[src/salc_ram.sv]
// Generic single-port-write, single-port-read RAM with registered read data.
// No dependencies.
module salc_ram #(
    parameter int WIDTH = 8,
    parameter int DEPTH = 16
) (
    input  logic                                  i_clk,
    input  logic                                  i_wr_en,
    input  logic [(DEPTH > 1 ? $clog2(DEPTH) : 1)-1:0] i_wr_addr,
    input  logic [WIDTH-1:0]                      i_wr_data,
    input  logic                                  i_rd_en,
    input  logic [(DEPTH > 1 ? $clog2(DEPTH) : 1)-1:0] i_rd_addr,
    output logic [WIDTH-1:0]                      o_rd_data
);
    logic [WIDTH-1:0] mem [DEPTH];

    always_ff @(posedge i_clk) begin
        if (i_wr_en) begin
            mem[i_wr_addr] <= i_wr_data;
        end
        if (i_rd_en) begin
            o_rd_data <= mem[i_rd_addr];
        end
    end
endmodule

[config.mk]
export PLATFORM = sky130hd
export DESIGN_NAME = salc_ram
export DESIGN_NICKNAME = d
export VERILOG_FILES = /design/src/salc_ram.sv
export SDC_FILE = /design/constraint.sdc
export NUM_CORES = 1
export LEC_CHECK = 0
export BUFFER_PORTS_ARGS = -buffer_cell sky130_fd_sc_hd__clkbuf_2
export CORE_UTILIZATION = 50
export CTS_BUF_LIST = sky130_fd_sc_hd__clkbuf_4 sky130_fd_sc_hd__clkbuf_8
export DETAILED_ROUTE_END_ITERATION = 6
export MAX_ROUTING_LAYER = met4
export PLACE_DENSITY = 0.67
export SETUP_SLACK_MARGIN = 0.02
export SYNTH_ARGS = -nofsm -noshare
export SYNTH_HDL_FRONTEND = slang
export SYNTH_SLANG_ARGS = --single-unit
[constraint.sdc]
create_clock -name i_clk -period 2.6 [get_ports i_clk]
set_clock_uncertainty 0.2 [all_clocks]
set_input_delay 0.52 -clock i_clk [delete_from_list [all_inputs] [get_ports i_clk]]
set_output_delay 0.52 -clock i_clk [all_outputs]
set_load 0.02 [all_outputs]
==> reports/qor.txt <==
Core Box Area = 9955 um^2
Min-Delay Path Class = in2reg
First-pass GRT wire length = 14,430 um
Grt ovf = 0
Hold Buf Count CTS = 0
Crit path DAT = 1880 ps
Die width = 104.3 um
Post-route DRC = 0
Worst Hold Path Cells = 1
Worst-Skew Late Latency = 420 ps
Layout fillers = 721
ANT cells = 0
Multi-input gate area = 1057 um^2
Bufs and invs on worst path = 2
Cell count after synthesis = 229
Commonest cells after routing, fill and taps aside = edfxtp_1, clkbuf_2, mux4_2, buf_4, clkbuf_8
Switching power total = 0.0009539 W
Setup TNS = 0 ps
Die area = 10,870 um^2
Die height = 104.3 um
Max-cap violations = 0
Pint = 0.003431 W
Post-CTS Setup Inserts = 0
Outcome = finished clean
Vias in the first global route = 2,472
Pre-Repair DR Iteration Count = 4
TritonCTS buffer count = 17
Worst Min Path Start = i_wr_data[3]
Vias per inst = 5.709
Cell variety after synth = 18
CP startpoint = i_rd_addr[0]
CTS tree = built
Synth Warn # = 0
Port Buffers = 26
Cell Rows = 36
Crit-path max FO = 32
Layout area overhead = 14.86%
Io pins = 27
Final worst setup slack = 694.9 ps
Worst vdd ir = 321.9 uV
Hpwl dp = 5908 um
Clock Sinks = 136
Post_cts resized = 0
Mean Syn Cell Area = 22.83 um^2
Unrepaired setup endpoints after global routing = no
Max-slew headroom = 73.56%
Switching part of the total = 21.75%
Share of layout cells above drive strength 1 = 32.32%
Largest net degree at the start of global routing = 33
CTS clk-pin slew, worst paths = 80 ps
CP Class = in2reg
Effective utilization at floorplan = 52.51%
Commonest non-fill, non-tap cell in the layout = edfxtp_1
Fin crit period = 1905 ps
Worst R2R Path Depth = 3
Reg2Reg Launch Point = mem[9][4]$_DFFE_PP_
Vias post-DR = 2,455
WL final = 9430 um
Setup crit end kind = flop
Total Power = 0.004385 W
Cell family with most CP delay = multiplexers
Clock Path Buffers = 2
Final setup viols = 0
Fin area = 6005 um^2
Clock share of power = 38.1%
Stages on worst setup path = 5
Root Buffer = clkbuf_8
Worst hold margin = 308.2 ps
Antenna violations before repair = 0
H-tree levels = 4
GRT Util Overall = 19.69%
Seq/Total Area, Yosys = 78.12%
Max Slew Vio Count = 0
Worst path max stage delay = 600 ps
DP Worst Slack = 231.0 ps
DRT iter0 DRCs = 143
Total Nets Final = 303
Sequential power share = 56.6%
Combinational Power Share = 5.3%
Placed instance area = 5613 um^2
Placer Congestion = 0.6995
Syn Nets = 248
Worst Tran Pin Value = 396.6 ps
Type of origin of the critical path = primary input
Final Cycle Share = 73.27%
#FFs+latches synth = 136
WL per Instance = 21.93 um
CP required = 2580 ps
Lkg Pwr = 2.013 nW
Worst path cell trace = clkbuf_2 > buf_12 > mux4_1 > a22oi_1 > nand2_1
Fmax = 0.5249 GHz
CP max stage cell = mux4_1
Pwr dens = 730.3 nW/um^2
FF+latch area = 4084 um^2
Final hold vios = 0
Post-route ant nets = 0
Synthesized area = 5228 um^2
## cells by family after synthesis
logic type,share of synthesized area [%]
DFF,78.12
muxes,14.79
and+or+nand+nor,3.136
buffers and inverters,1.651
AOI/OAI and AO/OA,2.298
## state kept, by name, summed over array words and instances, names as in the netlist
signal	count
o_rd_data	8
mem	128
## per-stage QoR
step / util, % / instances
2_1_floorplan: - / 229
3_3_place_gp: 56.39 / 398
3_5_place_dp: 56.39 / 398
4_1_cts: 60.32 / 430
5_1_grt: 60.32 / 430
6_report: 60.32 / 430
## cells in the mapped netlist
cell,number,area (um^2)
clkdlybuf4s25_2,3,30.03
nand3b_1,2,15.01
nand2_1,9,33.78
buf_6,3,33.78
nand2b_1,2,12.51
a22oi_1,16,120.1
mux4_2,18,405.4
nand3_1,1,5.000
and2_1,1,6.260
buf_4,1,7.510
and2b_1,1,7.510
or3b_2,1,8.760
nor3_1,4,20.02
edfxtp_1,136,4084
mux4_1,14,367.9
nor2b_1,1,6.260
nor2_1,13,48.80
buf_2,3,15.01
## cell type report
| cell class | count | area share, % |
|---|---|---|
| Sequential cell | 136 | 68.01 |
| Clock inverter | 14 | 2.501 |
| Multi-Input combinational cell | 83 | 17.61 |
| Clock buffer | 18 | 4.022 |
| Timing Repair Buffer | 46 | 5.084 |
| Tap cell | 133 | 2.771 |
## power by group through the flow
stage                     Combinational [W]  Sequential (W)  Clock (W)
after global routing               0.000252         0.00248    0.00179
after floorplan                    0.000125         0.00254          0
after global placement             0.000232         0.00253          0
final                              0.000232         0.00248    0.00167
after detailed placement           0.000237         0.00253          0
after CTS                          0.000237         0.00248    0.00170
## per-layer routing
layer | share of wire (%) | up-vias | GRT usage [%] | wire length [um]
li1 | - | 1085 | - | -
met1 | 43 | 1271 | 24.84 | 4056
met2 | 50 | 81 | 30.81 | 4753
met3 | 4.9 | 18 | 4.574 | 460
met4 | 1.7 | 0 | 8.776 | 159
met5 | 0 | - | - | 0
## final timing paths
path                            end  slack [ps]
max          o_rd_data[0]$_DFFE_PP_         690
min            mem[14][3]$_DFFE_PP_         310
max reg2reg  o_rd_data[4]$_DFFE_PP_         900
min reg2reg  o_rd_data[2]$_DFFE_PP_         540
No activity file was read; power rests on OpenSTA's default activity.
