`src/salc_pkg.sv`:
```
// Shared types, constants and helpers for the set-associative LRU tag unit.
// No dependencies; salc_addr_split, salc_way_sel and the top level import this package.
package salc_pkg;

    // Field widths fixed by the stream format
    localparam int ADDR_W      = 64;
    localparam int TAG_W       = 64;
    localparam int CNT_W       = 32;
    localparam int CMD_W       = 2;
    localparam int S_TDATA_W   = 72;   // cmd + address, padded to bytes
    localparam int OUT_FIELD_W = 1 + 7 * CNT_W;
    localparam int M_TDATA_W   = 232;  // hit + seven counters, padded to bytes

    // Configuration register widths and port shape
    localparam int IDX_CFG_W  = 4;
    localparam int OFS_CFG_W  = 6;
    localparam int WAYS_CFG_W = 4;
    localparam int CFG_DATA_W = 6;
    localparam int CFG_ADDR_W = 2;

    // Raw set index before wrapping to storage: index_bits tops out at 15
    localparam int RAW_W = (1 << IDX_CFG_W) - 1;

    typedef enum logic [CFG_ADDR_W-1:0] {
        CFG_INDEX_BITS  = 2'd0,
        CFG_OFFSET_BITS = 2'd1,
        CFG_WAYS        = 2'd2
    } t_cfg_reg;

    typedef enum logic [CMD_W-1:0] {
        CMD_LOAD  = 2'd0,
        CMD_STORE = 2'd1,
        CMD_OTHER = 2'd2
    } t_cmd;

    typedef struct packed {
        logic [IDX_CFG_W-1:0]  index_bits;
        logic [OFS_CFG_W-1:0]  offset_bits;
        logic [WAYS_CFG_W-1:0] ways_in_use;
    } t_cfg;

    localparam logic [IDX_CFG_W-1:0]  IDX_RESET  = 4'd4;
    localparam logic [OFS_CFG_W-1:0]  OFS_RESET  = 6'd4;
    localparam logic [WAYS_CFG_W-1:0] WAYS_RESET = 4'd1;

    function automatic logic [CNT_W-1:0] sat_inc(input logic [CNT_W-1:0] v);
        sat_inc = (v == {CNT_W{1'b1}}) ? v : v + 1'b1;
    endfunction

endpackage

```
`src/salc_way_sel.sv`:
```
// Hit detection and replacement choice over one set row read from the tag RAM.
// Depends on salc_pkg.
module salc_way_sel #(
    parameter int MAX_WAYS   = 8,
    parameter int STAMP_BITS = 32
) (
    input  logic [MAX_WAYS*(1+salc_pkg::TAG_W+STAMP_BITS)-1:0] i_row,
    input  logic [salc_pkg::TAG_W-1:0]                         i_tag,
    input  logic [STAMP_BITS-1:0]                              i_now,
    input  logic [salc_pkg::WAYS_CFG_W-1:0]                    i_ways_in_use,
    output logic                                               o_hit,
    output logic [(MAX_WAYS > 1 ? $clog2(MAX_WAYS) : 1)-1:0]   o_way
);
    import salc_pkg::*;

    localparam int ENTRY_W = 1 + TAG_W + STAMP_BITS;
    localparam int WAY_W   = (MAX_WAYS > 1) ? $clog2(MAX_WAYS) : 1;
    localparam int LEVELS  = (MAX_WAYS > 1) ? $clog2(MAX_WAYS) : 0;
    localparam int LEAVES  = 1 << LEVELS;

    logic [WAYS_CFG_W:0]   eff_ways;
    logic [MAX_WAYS-1:0]   in_use;
    logic [MAX_WAYS-1:0]   valid;
    logic [MAX_WAYS-1:0]   match;
    logic [MAX_WAYS-1:0]   empty;
    logic [WAY_W-1:0]      hit_way;
    logic [WAY_W-1:0]      empty_way;
    logic                  node_ok  [1:2*LEAVES-1];
    logic [STAMP_BITS-1:0] node_age [1:2*LEAVES-1];
    logic [WAY_W-1:0]      node_way [1:2*LEAVES-1];

    always_comb begin
        if (i_ways_in_use == '0) begin
            eff_ways = (WAYS_CFG_W+1)'(1);
        end else if ({1'b0, i_ways_in_use} > (WAYS_CFG_W+1)'(MAX_WAYS)) begin
            eff_ways = (WAYS_CFG_W+1)'(MAX_WAYS);
        end else begin
            eff_ways = {1'b0, i_ways_in_use};
        end

        for (int w = 0; w < MAX_WAYS; w++) begin
            in_use[w] = (WAYS_CFG_W+1)'(w) < eff_ways;
            valid[w]  = i_row[w*ENTRY_W + ENTRY_W - 1];
            match[w]  = in_use[w] && valid[w]
                        && (i_row[w*ENTRY_W + STAMP_BITS +: TAG_W] == i_tag);
            empty[w]  = in_use[w] && !valid[w];
        end

        // lowest matching way wins
        hit_way = '0;
        for (int w = MAX_WAYS - 1; w >= 0; w--) begin
            if (match[w]) begin
                hit_way = WAY_W'(w);
            end
        end
        // highest empty way is filled first
        empty_way = '0;
        for (int w = 0; w < MAX_WAYS; w++) begin
            if (empty[w]) begin
                empty_way = WAY_W'(w);
            end
        end

        // oldest valid line by age tree; the left (lower) way keeps ties
        for (int l = 0; l < LEAVES; l++) begin
            if (l < MAX_WAYS) begin
                node_ok[LEAVES+l]  = in_use[l] && valid[l];
                node_age[LEAVES+l] = i_now - i_row[l*ENTRY_W +: STAMP_BITS];
            end else begin
                node_ok[LEAVES+l]  = 1'b0;
                node_age[LEAVES+l] = '0;
            end
            node_way[LEAVES+l] = WAY_W'(l);
        end
        for (int n = LEAVES - 1; n >= 1; n--) begin
            if (node_ok[2*n+1] && (!node_ok[2*n] || node_age[2*n+1] > node_age[2*n])) begin
                node_ok[n]  = 1'b1;
                node_age[n] = node_age[2*n+1];
                node_way[n] = node_way[2*n+1];
            end else begin
                node_ok[n]  = node_ok[2*n];
                node_age[n] = node_age[2*n];
                node_way[n] = node_way[2*n];
            end
        end

        o_hit = |match;
        if (o_hit) begin
            o_way = hit_way;
        end else if (|empty) begin
            o_way = empty_way;
        end else begin
            o_way = node_way[1];
        end
    end
endmodule

```
`config.mk`:
```
export PLATFORM = sky130hd
export DESIGN_NAME = salc_way_sel
export DESIGN_NICKNAME = d
export VERILOG_FILES = /design/src/salc_pkg.sv /design/src/salc_way_sel.sv
export SDC_FILE = /design/constraint.sdc
export NUM_CORES = 2
export LEC_CHECK = 0
export BUFFER_PORTS_ARGS = -buffer_cell sky130_fd_sc_hd__buf_2
export CAP_MARGIN = 40
export CORE_AREA = 3 3 340 342
export DETAILED_ROUTE_END_ITERATION = 10
export DIE_AREA = 0 0 343 345
export GPL_TIMING_DRIVEN = 0
export PLACE_DENSITY = 0.45
export SETUP_SLACK_MARGIN = 0.3
export SLEW_MARGIN = 5
export SYNTH_ARGS = -nofsm -noshare
export SYNTH_HDL_FRONTEND = slang
export SYNTH_SLANG_ARGS = --single-unit
```
`constraint.sdc`:
```
create_clock -name vclk -period 31.4
set_input_delay 3.14 -clock vclk [all_inputs]
set_output_delay 3.14 -clock vclk [all_outputs]
set_load 0.01 [all_outputs]
```
==> results.json <==
{
  "wirelength_um": 183000,
  "first_pass_iters": 6,
  "drive_gt1_share_pct": 19.8,
  "postRouteAntennaNets": 0,
  "grt_first_pass_wirelength_um": 246000,
  "fin_ws_ps": 12880,
  "cp.arrival_ps": 15380,
  "die_y_um": 345,
  "vias_per_cell": 5.43,
  "grt-ovfl-total": 0,
  "rsz0062_at_grt": "false",
  "die_area_sq_mm": 0.118,
  "hold_viol": 0,
  "syn_area_sq_mm": 0.0287,
  "drtIter0Drc": 3709,
  "critPathTopFamily": "compound AO/OA/AOI/OAI gates",
  "end_kind": "output port",
  "vias": 35298,
  "antenna_found_initial": 49,
  "fmax_ghz": 0.0540,
  "critPathLaunchType": "input port",
  "drcViolationCount": 0,
  "final_cell_mix": "847 x buf_2, 472 x ha_1, 410 x inv_1",
  "status": "finished clean",
  "rows": 123,
  "synth_top_area_share_pct": 20.6,
  "post_cts_resized": 0,
  "start_util_pct": 25.5,
  "num-clock-buffers": 0,
  "pin_count": 880,
  "tightest_slew_ps": 871,
  "setup_viol": 0,
  "crit_type": "in2out",
  "cp_data_required_time_ps": 28260,
  "syn_nets": 5477,
  "seq_area_sq_um": 0,
  "grt_usage_pct": 28.9,
  "ys_warn_count": 0,
  "avgSynthCellArea_sq_um": 6.97,
  "dp_hpwl_um": 164000,
  "ys_seq_area_share_pct": 0,
  "coreArea_sq_mm": 0.113,
  "seq_cells": 0,
  "area_delta_synth_final_pct": 22.4,
  "fin_crit_sh_pct": 59.0,
  "num-fill-cells": 12649,
  "cap_violations": 0,
  "grt_max_degree": 17,
  "slew_violations": 0,
  "critPathSlowestCell": "clkbuf_1",
  "hp-class": "in2out",
  "min_period_ps": 18520,
  "max_stage_delay_ps": 620,
  "crit_buf_inv": 10,
  "synth_area_leaders": "ha_1 21%, xor2_1 12%, xnor2_1 9.7%",
  "grt_pass1_vias": 34007,
  "wl_per_cell_um": 28.1,
  "fin_setup_tns_ps": 0,
  "dieWidth_um": 343,
  "final_common_cell": "buf_2",
  "path_max_fanout": 10,
  "io_buffers": 813,
  "netlist_instances": 4121,
  "post_synth_num_cell_types": 100,
  "post_cts_buffers": 0,
  "place_ws_ps": 12730,
  "yosys.area.top_type": "ha_1",
  "final_nets": 6329,
  "cts_hold_buffers": 0,
  "gp_routability_congestion": 1.02,
  "max_slew_margin_pct": 41.8
}
==> worst min-delay path, cell delays in order <==
cell and delay, ps:
buf_2 120, a21oi_1 100, nor2_1 90, o211a_1 170, nor2b_1 90, buf_2 150
==> worst paths after layout <==
check  startpoint       end  slack (ps)  depth (start not counted)
max      i_now[0]  o_way[1]       12880                         47
min    i_row[581]  o_way[2]        7020                          6
==> cells by family (layout without fill, tap and decap cells) <==
family / after synthesis / count (layout) / share of synthesized area [%]
compound gates: 1054 / 1054 / 23.2
xor+xnor: 717 / 717 / 22.1
fa+ha+maj: 480 / 480 / 21.1
buf+inv: 529 / 1379 / 7.28
mux: 92 / 92 / 3.39
other cells: 0 / 24 / 0
simple gates: 1249 / 1249 / 22.9
==> per-stage QoR <==
| stage | hold WS [ps] | area, sq um | instances | util (%) |
|---|---|---|---|---|
| 3_3_place_gp | 7070 | 34700 | 6434 | 30.8 |
| 5_1_grt | 7120 | 35100 | 6480 | 31.2 |
| 4_1_cts | 7080 | 35100 | 6471 | 31.1 |
| 3_5_place_dp | 7070 | 35100 | 6471 | 31.1 |
| 2_1_floorplan | 6570 | 28700 | 4121 | - |
| 6_report | 7020 | 35100 | 6495 | 31.2 |
==> synthesized netlist by cell type (all sizes together), types with 8 or more instances <==
library cell and instances:
a211o 11, a211oi 47, a21boi 9, a21o 144, a21oi 361, a31oi 39, a41oi 8, and2 15
and3 34, and4 16, buf 41, clkbuf 77, fa 8, ha 472, inv 411, mux2 41
mux2i 51, nand2 265, nand2b 55, nand3 79, nand3b 14, nand4 143, nand4b 16, nor2 258
nor2b 67, nor3 81, nor4 117, nor4b 15, o211ai 31, o21a 45, o21ai 207, o21bai 28
o221ai 8, o22ai 10, o31a 12, o31ai 14, or3 15, or4 20, xnor2 323, xor2 394
==> cell type report <==
class	instances	area (sq um)	area share [%]
repair buffers	850	4490	12.8
inverters	411	1540	4.39
plain buffers	118	561	1.59
well taps	1500	1880	5.34
diodes	24	60.1	0.171
multi-input cells	3592	26600	75.7
==> routing by layer <==
layer | vias up | share of wire [%] | track usage (%)
li1 | 16603 | - | -
met1 | 16621 | 47 | 41.8
met2 | 1779 | 40 | 41.8
met3 | 273 | 10 | 8.18
met4 | 22 | 3.0 | 6.94
met5 | - | 0.082 | 0
