[src/salc_pkg.sv]
// Shared types, constants and helpers for the set-associative LRU tag unit.
// No dependencies; salc_addr_split, salc_way_sel and the top level import this package.
package salc_pkg;

    // Field widths fixed by the stream format
    localparam int ADDR_W      = 64;
    localparam int TAG_W       = 64;
    localparam int CNT_W       = 32;
    localparam int CMD_W       = 2;
    localparam int S_TDATA_W   = 72;   // cmd + address, padded to bytes
    localparam int OUT_FIELD_W = 1 + 7 * CNT_W;
    localparam int M_TDATA_W   = 232;  // hit + seven counters, padded to bytes

    // Configuration register widths and port shape
    localparam int IDX_CFG_W  = 4;
    localparam int OFS_CFG_W  = 6;
    localparam int WAYS_CFG_W = 4;
    localparam int CFG_DATA_W = 6;
    localparam int CFG_ADDR_W = 2;

    // Raw set index before wrapping to storage: index_bits tops out at 15
    localparam int RAW_W = (1 << IDX_CFG_W) - 1;

    typedef enum logic [CFG_ADDR_W-1:0] {
        CFG_INDEX_BITS  = 2'd0,
        CFG_OFFSET_BITS = 2'd1,
        CFG_WAYS        = 2'd2
    } t_cfg_reg;

    typedef enum logic [CMD_W-1:0] {
        CMD_LOAD  = 2'd0,
        CMD_STORE = 2'd1,
        CMD_OTHER = 2'd2
    } t_cmd;

    typedef struct packed {
        logic [IDX_CFG_W-1:0]  index_bits;
        logic [OFS_CFG_W-1:0]  offset_bits;
        logic [WAYS_CFG_W-1:0] ways_in_use;
    } t_cfg;

    localparam logic [IDX_CFG_W-1:0]  IDX_RESET  = 4'd4;
    localparam logic [OFS_CFG_W-1:0]  OFS_RESET  = 6'd4;
    localparam logic [WAYS_CFG_W-1:0] WAYS_RESET = 4'd1;

    function automatic logic [CNT_W-1:0] sat_inc(input logic [CNT_W-1:0] v);
        sat_inc = (v == {CNT_W{1'b1}}) ? v : v + 1'b1;
    endfunction

endpackage

[src/salc_addr_split.sv]
// Cuts an address into raw set index, tag and a reciprocal quotient used to
// wrap the set index onto storage. Depends on salc_pkg.
module salc_addr_split #(
    parameter int MAX_SETS = 256
) (
    input  logic [salc_pkg::ADDR_W-1:0] i_address,
    input  salc_pkg::t_cfg              i_cfg,
    output logic [salc_pkg::RAW_W-1:0]  o_raw_set,
    output logic [salc_pkg::RAW_W-1:0]  o_quot,
    output logic [salc_pkg::TAG_W-1:0]  o_tag
);
    import salc_pkg::*;

    localparam int    SET_W  = (MAX_SETS > 1) ? $clog2(MAX_SETS) : 1;
    localparam int    RSH    = RAW_W + SET_W;
    localparam longint RECIP = (64'd1 << RSH) / MAX_SETS;
    localparam int    PROD_W = RAW_W + RSH + 1;

    logic [ADDR_W-1:0] shifted;
    logic [RAW_W-1:0]  idx_mask;
    logic [6:0]        tag_shift;
    logic [PROD_W-1:0] prod;

    always_comb begin
        shifted   = i_address >> i_cfg.offset_bits;
        idx_mask  = ~({RAW_W{1'b1}} << i_cfg.index_bits);
        o_raw_set = shifted[RAW_W-1:0] & idx_mask;
        tag_shift = 7'(i_cfg.offset_bits) + 7'(i_cfg.index_bits);
        o_tag     = (tag_shift >= 7'(ADDR_W)) ? '0 : (i_address >> tag_shift);
        // floor reciprocal: quotient is low by at most one
        prod      = PROD_W'(o_raw_set) * PROD_W'(RECIP);
        o_quot    = prod[RSH +: RAW_W];
    end
endmodule

[config.mk]
export PLATFORM = sky130hd
export DESIGN_NAME = salc_addr_split
export DESIGN_NICKNAME = d
export VERILOG_FILES = /design/src/salc_pkg.sv /design/src/salc_addr_split.sv
export SDC_FILE = /design/constraint.sdc
export NUM_CORES = 1
export LEC_CHECK = 0
export BUFFER_PORTS_ARGS = -buffer_cell sky130_fd_sc_hd__buf_4
export CAP_MARGIN = 40
export CORE_MARGIN = 2
export CORE_UTILIZATION = 25
export DETAILED_ROUTE_END_ITERATION = 16
export PLACE_DENSITY = 0.47
export REMOVE_ABC_BUFFERS = 1
export SYNTH_ARGS = -nofsm -noshare
export SYNTH_HDL_FRONTEND = slang
export SYNTH_SLANG_ARGS = --single-unit
[constraint.sdc]
create_clock -name vclk -period 6.3
set_input_delay 0 -clock vclk [all_inputs]
set_output_delay 0 -clock vclk [all_outputs]
set_load 0.005 [all_outputs]
==> parameters.txt, run 1 <==
Parameter                              Value

Detailed routing
  Via density ... 6.18
  Remaining design rule violation count ... 0
  Drt wl/cell ... 25.4 µm
  Antenna-violating nets left ... 0
  Iter 0 DRT Violations ... 1155
  Total detailed-routing wirelength ... 36.5 mm
  Vias after detailed routing ... 8873
  Detailed-routing iteration count for the pre-antenna-repair pass ... 5

STA
  Total setup violations reported at the end of the flow ... 0
  Final cycle utilization of the critical path ... 0.744
  Highest clock frequency the design can meet ... 213 MHz
  Endpoints failing hold ... 0
  Final Worst Setup Slack ... 1.61 ns
  Period minus WS final ... 4.69 ns
  Tightest Pin Transition ... 0.810 ns
  RSZ-0062 raised after global routing ... no
  Final Max Tran Viols ... 0
  Worst slew margin ... 0.460
  Total negative slack ... 0 ns

Critical path
  Critical path type ... input port to output port
  CP Data Arrival Time ... 4.69 ns
  Launching element type of the critical path ... input port
  Type of element capturing the critical path ... output port
  Top fanout value on the critical path ... 66
  Required arrival time at the worst endpoint ... 6.30 ns

Clock tree
  Post-CTS sizing ... 0
  Post CTS Setup Buffer Count ... 0
  Number of buffers inserted for hold repair after clock tree synthesis ... 0

Synthesis
  Synth top area share ... 0.408
  Average cell area after synthesis ... 8.96 µm²
  Yosys warning total ... 0
  Number of unique standard cell types used by synthesis ... 68
  Top cells by instance count after synthesis ... sky130_fd_sc_hd__mux4_2, sky130_fd_sc_hd__nand2_1, sky130_fd_sc_hd__nor2_1
  Synth area leaders ... sky130_fd_sc_hd__mux4_2, sky130_fd_sc_hd__mux2_2, sky130_fd_sc_hd__nand2_1
  Dominant cell type by area after synthesis ... sky130_fd_sc_hd__mux4_2
  Library cell with the highest instance count after synthesis ... sky130_fd_sc_hd__mux4_2
  Share of the yosys chip area belonging to registers ... 0
  Post-synth design cell area ... 8280 µm²
  Number of standard cells after synthesis ... 924

Pwr
  Power Dens Cells ... 163 nW/µm²
  Leakage power figure ... 3.51 nW
  Share of power burned in registers ... 0
  Switching portion of total power ... 0.553
  Switching Power ... 0.000871 W
  Clk pwr share ... 0
  Max IR drop VDD ... 0.0000617 V
  Logic pwr share ... 1.000
  Internal Power ... 0.000704 W

Layout
  Fin cells ... 1435
  FILL cells ... 3497
  Final-layout clock buffer total ... 0
  Core Util, Final ... 0.296
  Final-stage net count ... 1078
  Fraction of final layout cells with drive strength greater than 1 ... 0.401
  Antenna Cells ... 0
  Area Overhead vs Synth ... 16.4%
  Number of flip-flops and latches ... 0
  Seq. cell area ... 0 µm²
  Area occupied by multi-input gates ... 7650 µm²

Placement
  Instance count after placement with tap cells included ... 1435
  Number of input and output port buffers inserted ... 160
  Worst slack at placement ... 1.57 ns
  Detailed placer's ending HPWL ... 27.6 mm
  Last weighted congestion value of the routability-driven placer ... 0.921

Global routing
  Antenna violations before repair ... 0
  Global-route usage over all layers ... 0.203
  Maximum number of pins on one net before global-route repair ... 67
  Wire length of the first global-routing pass ... 53.9 mm
  Global route overflow ... 0
  Number of global-route vias before repair ... 8216

Die
  Row Count ... 66
  X dimension of the die ... 186 µm
  Number of top-level pins ... 172
  Total Die Area ... 34600 µm²
  Core area ... 32500 µm²
  Height of the chip ... 186 µm
  Starting density of the core ... 0.254

Run status
  Run status ... finished clean

Hold path
  Worst hold path class ... input port to output port
  Cell depth of the worst min-delay path ... 4

Job
  Number of max-cap violations ... 0
-- final timing paths --
check | end | slack, ns | startpoint
setup / recovery | o_tag[1] | 1.61 | i_cfg[5]
hold / removal | o_quot[2] | 0.48 | i_cfg[13]
-- cells by family after synthesis --
kind of cell / synth area share
mux: 0.532
compound gates: 0.222
xor+xnor: 0.00937
simple gates: 0.144
fa+ha+maj: 0.00846
buf+inv: 0.0842
other cells: 0.000453
-- metrics by stage --
| step | power (W) | cell area, µm² | hold slack [ns] |
|---|---|---|---|
| after global placement | 0.00154 | 9540 | 0.484 |
| after floorplan | 0.000935 | 7650 | 0.0647 |
| after CTS | 0.00156 | 9640 | 0.478 |
| after global routing | 0.00168 | 9640 | 0.493 |
| after detailed placement | 0.00155 | 9640 | 0.477 |
| final | 0.00157 | 9640 | 0.481 |
-- placed cells by master, fill, tap and decap left out, types with 5 or more instances in the layout --
master                      count
sky130_fd_sc_hd__a31oi_1       11
sky130_fd_sc_hd__and2_1         9
sky130_fd_sc_hd__a311oi_1       5
sky130_fd_sc_hd__nor2_1        89
sky130_fd_sc_hd__mux2_2        51
sky130_fd_sc_hd__o21ai_0       34
sky130_fd_sc_hd__o31ai_1       15
sky130_fd_sc_hd__nand2b_1       8
sky130_fd_sc_hd__nor3_1         7
sky130_fd_sc_hd__a2bb2oi_1      5
sky130_fd_sc_hd__o22ai_1       31
sky130_fd_sc_hd__and3_1         6
sky130_fd_sc_hd__mux2i_1       45
sky130_fd_sc_hd__xnor2_1        5
sky130_fd_sc_hd__o22a_1        17
sky130_fd_sc_hd__a211oi_1      27
sky130_fd_sc_hd__conb_1         8
sky130_fd_sc_hd__nand3_1       15
sky130_fd_sc_hd__a21oi_1       31
sky130_fd_sc_hd__inv_1          8
sky130_fd_sc_hd__nand2_1      134
sky130_fd_sc_hd__o221ai_1       5
sky130_fd_sc_hd__mux4_2       150
sky130_fd_sc_hd__buf_4        173
sky130_fd_sc_hd__a22oi_1       27
-- critical path, cell delays in order --
cell	delay, ns
sky130_fd_sc_hd__buf_4	0.60
sky130_fd_sc_hd__inv_2	0.43
sky130_fd_sc_hd__fa_4	1.36
sky130_fd_sc_hd__buf_4	0.60
sky130_fd_sc_hd__mux4_2	0.62
sky130_fd_sc_hd__mux2_2	0.32
sky130_fd_sc_hd__o221a_2	0.29
sky130_fd_sc_hd__a31o_1	0.25
sky130_fd_sc_hd__buf_4	0.15
-- per-layer routing --
layer	up-vias	part of all wire	GRT usage
met2	529	0.47	0.321
met3	45	0.077	0.0160
met4	0	0.021	0.0365
met5	-	0	0
met1	4431	0.43	0.303
li1	3868	-	-
-- cell type report --
cell class | instances | area share
multi-input cells | 805 | 0.794
well taps | 442 | 0.0574
repair buffers | 177 | 0.145
inverters | 11 | 0.00428
-- power groups by stage --
| stage | combinational, W | clock (W) | sequential [W] |
|---|---|---|---|
| finish | 0.00157 | 0 | 0 |
| global route | 0.00168 | 0 | 0 |
| CTS | 0.00156 | 0 | 0 |
| detailed placement | 0.00155 | 0 | 0 |
| global placement | 0.00154 | 0 | 0 |
| floorplan | 0.000935 | 0 | 0 |
No activity file was read; power rests on OpenSTA's default activity.
==> run 2: changes to the inputs <==
==> constraint.sdc (replaced) <==
create_clock -name vclk -period 4.7
set_input_delay 0 -clock vclk [all_inputs]
set_output_delay 0 -clock vclk [all_outputs]
set_load 0.005 [all_outputs]
==> run 2 against run 1 <==
Net effect:
- core utilization increased by 0.12 points
- via count rose by 1.5%
- count of clock-buffer cells in the layout unchanged
- largest power group unchanged
- highest routed layer unchanged
==> parameters.txt, run 2 (synthesized netlist as in run 1, its figures left out) <==
Parameter                              Value

Detailed routing
  Remaining design rule violation count ... 0 (unchanged)
  Met1 WL ... 16.4 mm (was 15.9 mm)
  Via density ... 6.26 (was 6.18)
  Detailed-routing iteration count for the pre-antenna-repair pass ... 6 (was 5)
  Vias after detailed routing ... 9007 (was 8873)
  DR WL met2 ... 17.1 mm (about the same)
  Iter 0 DRT Violations ... 1014 (was 1155)
  Total detailed-routing wirelength ... 37.3 mm (was 36.5 mm)
  Highest layer used for signal routing ... met4 (unchanged)
  Met3 routed WL ... 2.93 mm (was 2.83 mm)
  Antenna-violating nets left ... 0 (unchanged)
  Drt wl/cell ... 25.9 µm (was 25.4 µm)

Placement
  Detailed placer's ending HPWL ... 28.2 mm (was 27.6 mm)
  Last weighted congestion value of the routability-driven placer ... 0.896 (was 0.921)
  Number of input and output port buffers inserted ... 160 (unchanged)
  Worst slack at placement ... 0.686 ns (was 1.57 ns)
  Instance count after placement with tap cells included ... 1439 (was 1435)

Clock tree
  Number of buffers inserted for hold repair after clock tree synthesis ... 0 (unchanged)
  Post CTS Setup Buffer Count ... 0 (unchanged)
  Post-CTS sizing ... 0 (unchanged)

Pwr
  Max IR drop VDD ... 0.0000735 V (was 0.0000617 V)
  Logic pwr share ... 1.000 (about the same)
  Leakage power figure ... 3.53 nW (was 3.51 nW)
  Switching Power ... 0.00118 W (was 0.000871 W)
  Clk pwr share ... 0 (about the same)
  Share of power burned in registers ... 0 (about the same)
  Power Dens Cells ... 220 nW/µm² (was 163 nW/µm²)
  Switching portion of total power ... 0.555 (was 0.553)
  Internal Power ... 0.000948 W (was 0.000704 W)
  Total power ... 0.00213 W (was 0.00157 W)

Hold path
  Worst hold path class ... input port to output port (unchanged)
  Startpoint of the lowest-slack hold path ... i_cfg[13] (unchanged)

Layout
  Most common library cell in the layout ignoring fill and taps ... sky130_fd_sc_hd__buf_4 (unchanged)
  Antenna Cells ... 0 (unchanged)
  Number of flip-flops and latches ... 0 (unchanged)
  Most frequent cells in the layout ... sky130_fd_sc_hd__buf_4, sky130_fd_sc_hd__mux4_2, sky130_fd_sc_hd__nand2_1, sky130_fd_sc_hd__nor2_1, sky130_fd_sc_hd__mux2_2 (unchanged)
  Area Overhead vs Synth ... 16.9% (was 16.4%)
  Final-layout clock buffer total ... 0 (unchanged)
  Fraction of final layout cells with drive strength greater than 1 ... 0.403 (was 0.401)
  Seq. cell area ... 0 µm² (unchanged)
  Fin cells ... 1439 (was 1435)
  Final-stage net count ... 1082 (was 1078)

Critical path
  Launching element type of the critical path ... input port (unchanged)
  Critical path depth ... 11 (was 9)
  Top fanout value on the critical path ... 41 (was 66)
  Type of element capturing the critical path ... output port (unchanged)
  CP top delay family ... adder cells (was buffers and inverters)
  Critical path type ... input port to output port (unchanged)
  Max stage delay cell, worst path ... sky130_fd_sc_hd__fa_4 (unchanged)
  Biggest cell delay along the critical path ... 1.23 ns (was 1.36 ns)
  CP Data Arrival Time ... 4.09 ns (was 4.69 ns)
  Worst setup path startpoint ... i_cfg[5] (unchanged)
  Cell repeated most along the worst path ... sky130_fd_sc_hd__buf_4 (unchanged)
  Endpoint of the worst setup timing path ... o_tag[1] (unchanged)
  Sum of buffers and inverters on the critical path ... 4 (unchanged)
  Cell breakdown of the critical path ... buf_4 -> inv_2 -> fa_4 -> buf_12 -> mux4_2 -> nand2_1 -> a22oi_1 -> nor2_1 -> o22ai_1 -> a31o_1 -> buf_4 (was buf_4 -> inv_2 -> fa_4 -> buf_4 -> mux4_2 -> mux2_2 -> o221a_2 -> a31o_1 -> buf_4)
  Required arrival time at the worst endpoint ... 4.70 ns (was 6.30 ns)

STA
  Period minus WS final ... 4.09 ns
  Final Worst Setup Slack ... 0.612 ns (was 1.61 ns)
  Endpoints failing hold ... 0 (unchanged)
  Total setup violations reported at the end of the flow ... 0 (unchanged)
  Tightest Pin Transition ... 0.856 ns (was 0.810 ns)
  Worst slew margin ... 0.425 (was 0.460)
  RSZ-0062 raised after global routing ... no (unchanged)
  Final cycle utilization of the critical path ... 0.870
  Final Max Tran Viols ... 0 (unchanged)
  Highest clock frequency the design can meet ... 245 MHz

Global routing
  Global-route usage over all layers ... 0.207 (was 0.203)
  Wire length of the first global-routing pass ... 55.2 mm (was 53.9 mm)
  Number of global-route vias before repair ... 8412 (was 8216)
  Maximum number of pins on one net before global-route repair ... 53 (was 67)
  Antenna violations before repair ... 0 (unchanged)
  Global route overflow ... 0 (unchanged)

Die
  Height of the chip ... 186 µm (unchanged)
  Number of top-level pins ... 172 (unchanged)
  Row Count ... 66 (unchanged)
  Core area ... 32500 µm² (unchanged)
  X dimension of the die ... 186 µm (unchanged)
  Starting density of the core ... 0.254 (unchanged)
  Total Die Area ... 34600 µm² (unchanged)

Run status
  Run status ... finished clean (unchanged)

Job
  Number of max-cap violations ... 0 (unchanged)
## run 2: changes by cell type in the layout (fill, tap and decap cells not counted)
cell | before | now
sky130_fd_sc_hd__buf_12 | 2 | 1
sky130_fd_sc_hd__buf_16 | 2 | 3
sky130_fd_sc_hd__buf_4 | 173 | 177
## run 2: worst min-delay path by stage
stage,endpoint,slack [ns],depth (start not counted)
floorplan,o_raw_set[3],0.06,1
global placement,o_raw_set[9],0.48,4
detailed placement,o_quot[2],0.48,4
CTS,o_quot[2],0.48,4
global route,o_raw_set[9],0.49,4
finish,o_quot[1],0.48,4
## run 2: area by class of cell
type,instances,area (µm²)
well taps,442,553
fillers,3526,22900
repair buffers,181,1430
inverters,11,41.3
multi-input cells,805,7650
## run 2: power by group through the flow
stage | clock [W] | combinational (W) | sequential (W)
global placement | 0 | 0.00207 | 0
floorplan | 0 | 0.00125 | 0
detailed placement | 0 | 0.00209 | 0
global route | 0 | 0.00227 | 0
finish | 0 | 0.00213 | 0
CTS | 0 | 0.00210 | 0
## run 2: metrics by stage
| stage | utilization | instance area, µm² | hold WS [ns] | TNS (ns) |
|---|---|---|---|---|
| floorplan | - | 7650 | 0.0647 | -0.145 |
| global placement | 0.295 | 9590 | 0.482 | 0 |
| detailed placement | 0.297 | 9670 | 0.478 | 0 |
| CTS | 0.297 | 9670 | 0.482 | 0 |
| global route | 0.297 | 9670 | 0.490 | 0 |
| finish | 0.297 | 9670 | 0.479 | 0 |
## run 2: per-layer routing
layer,vias up,GRT usage
met5,-,0
met4,0,0.0409
met3,53,0.0158
met2,563,0.327
met1,4521,0.308
li1,3870,-
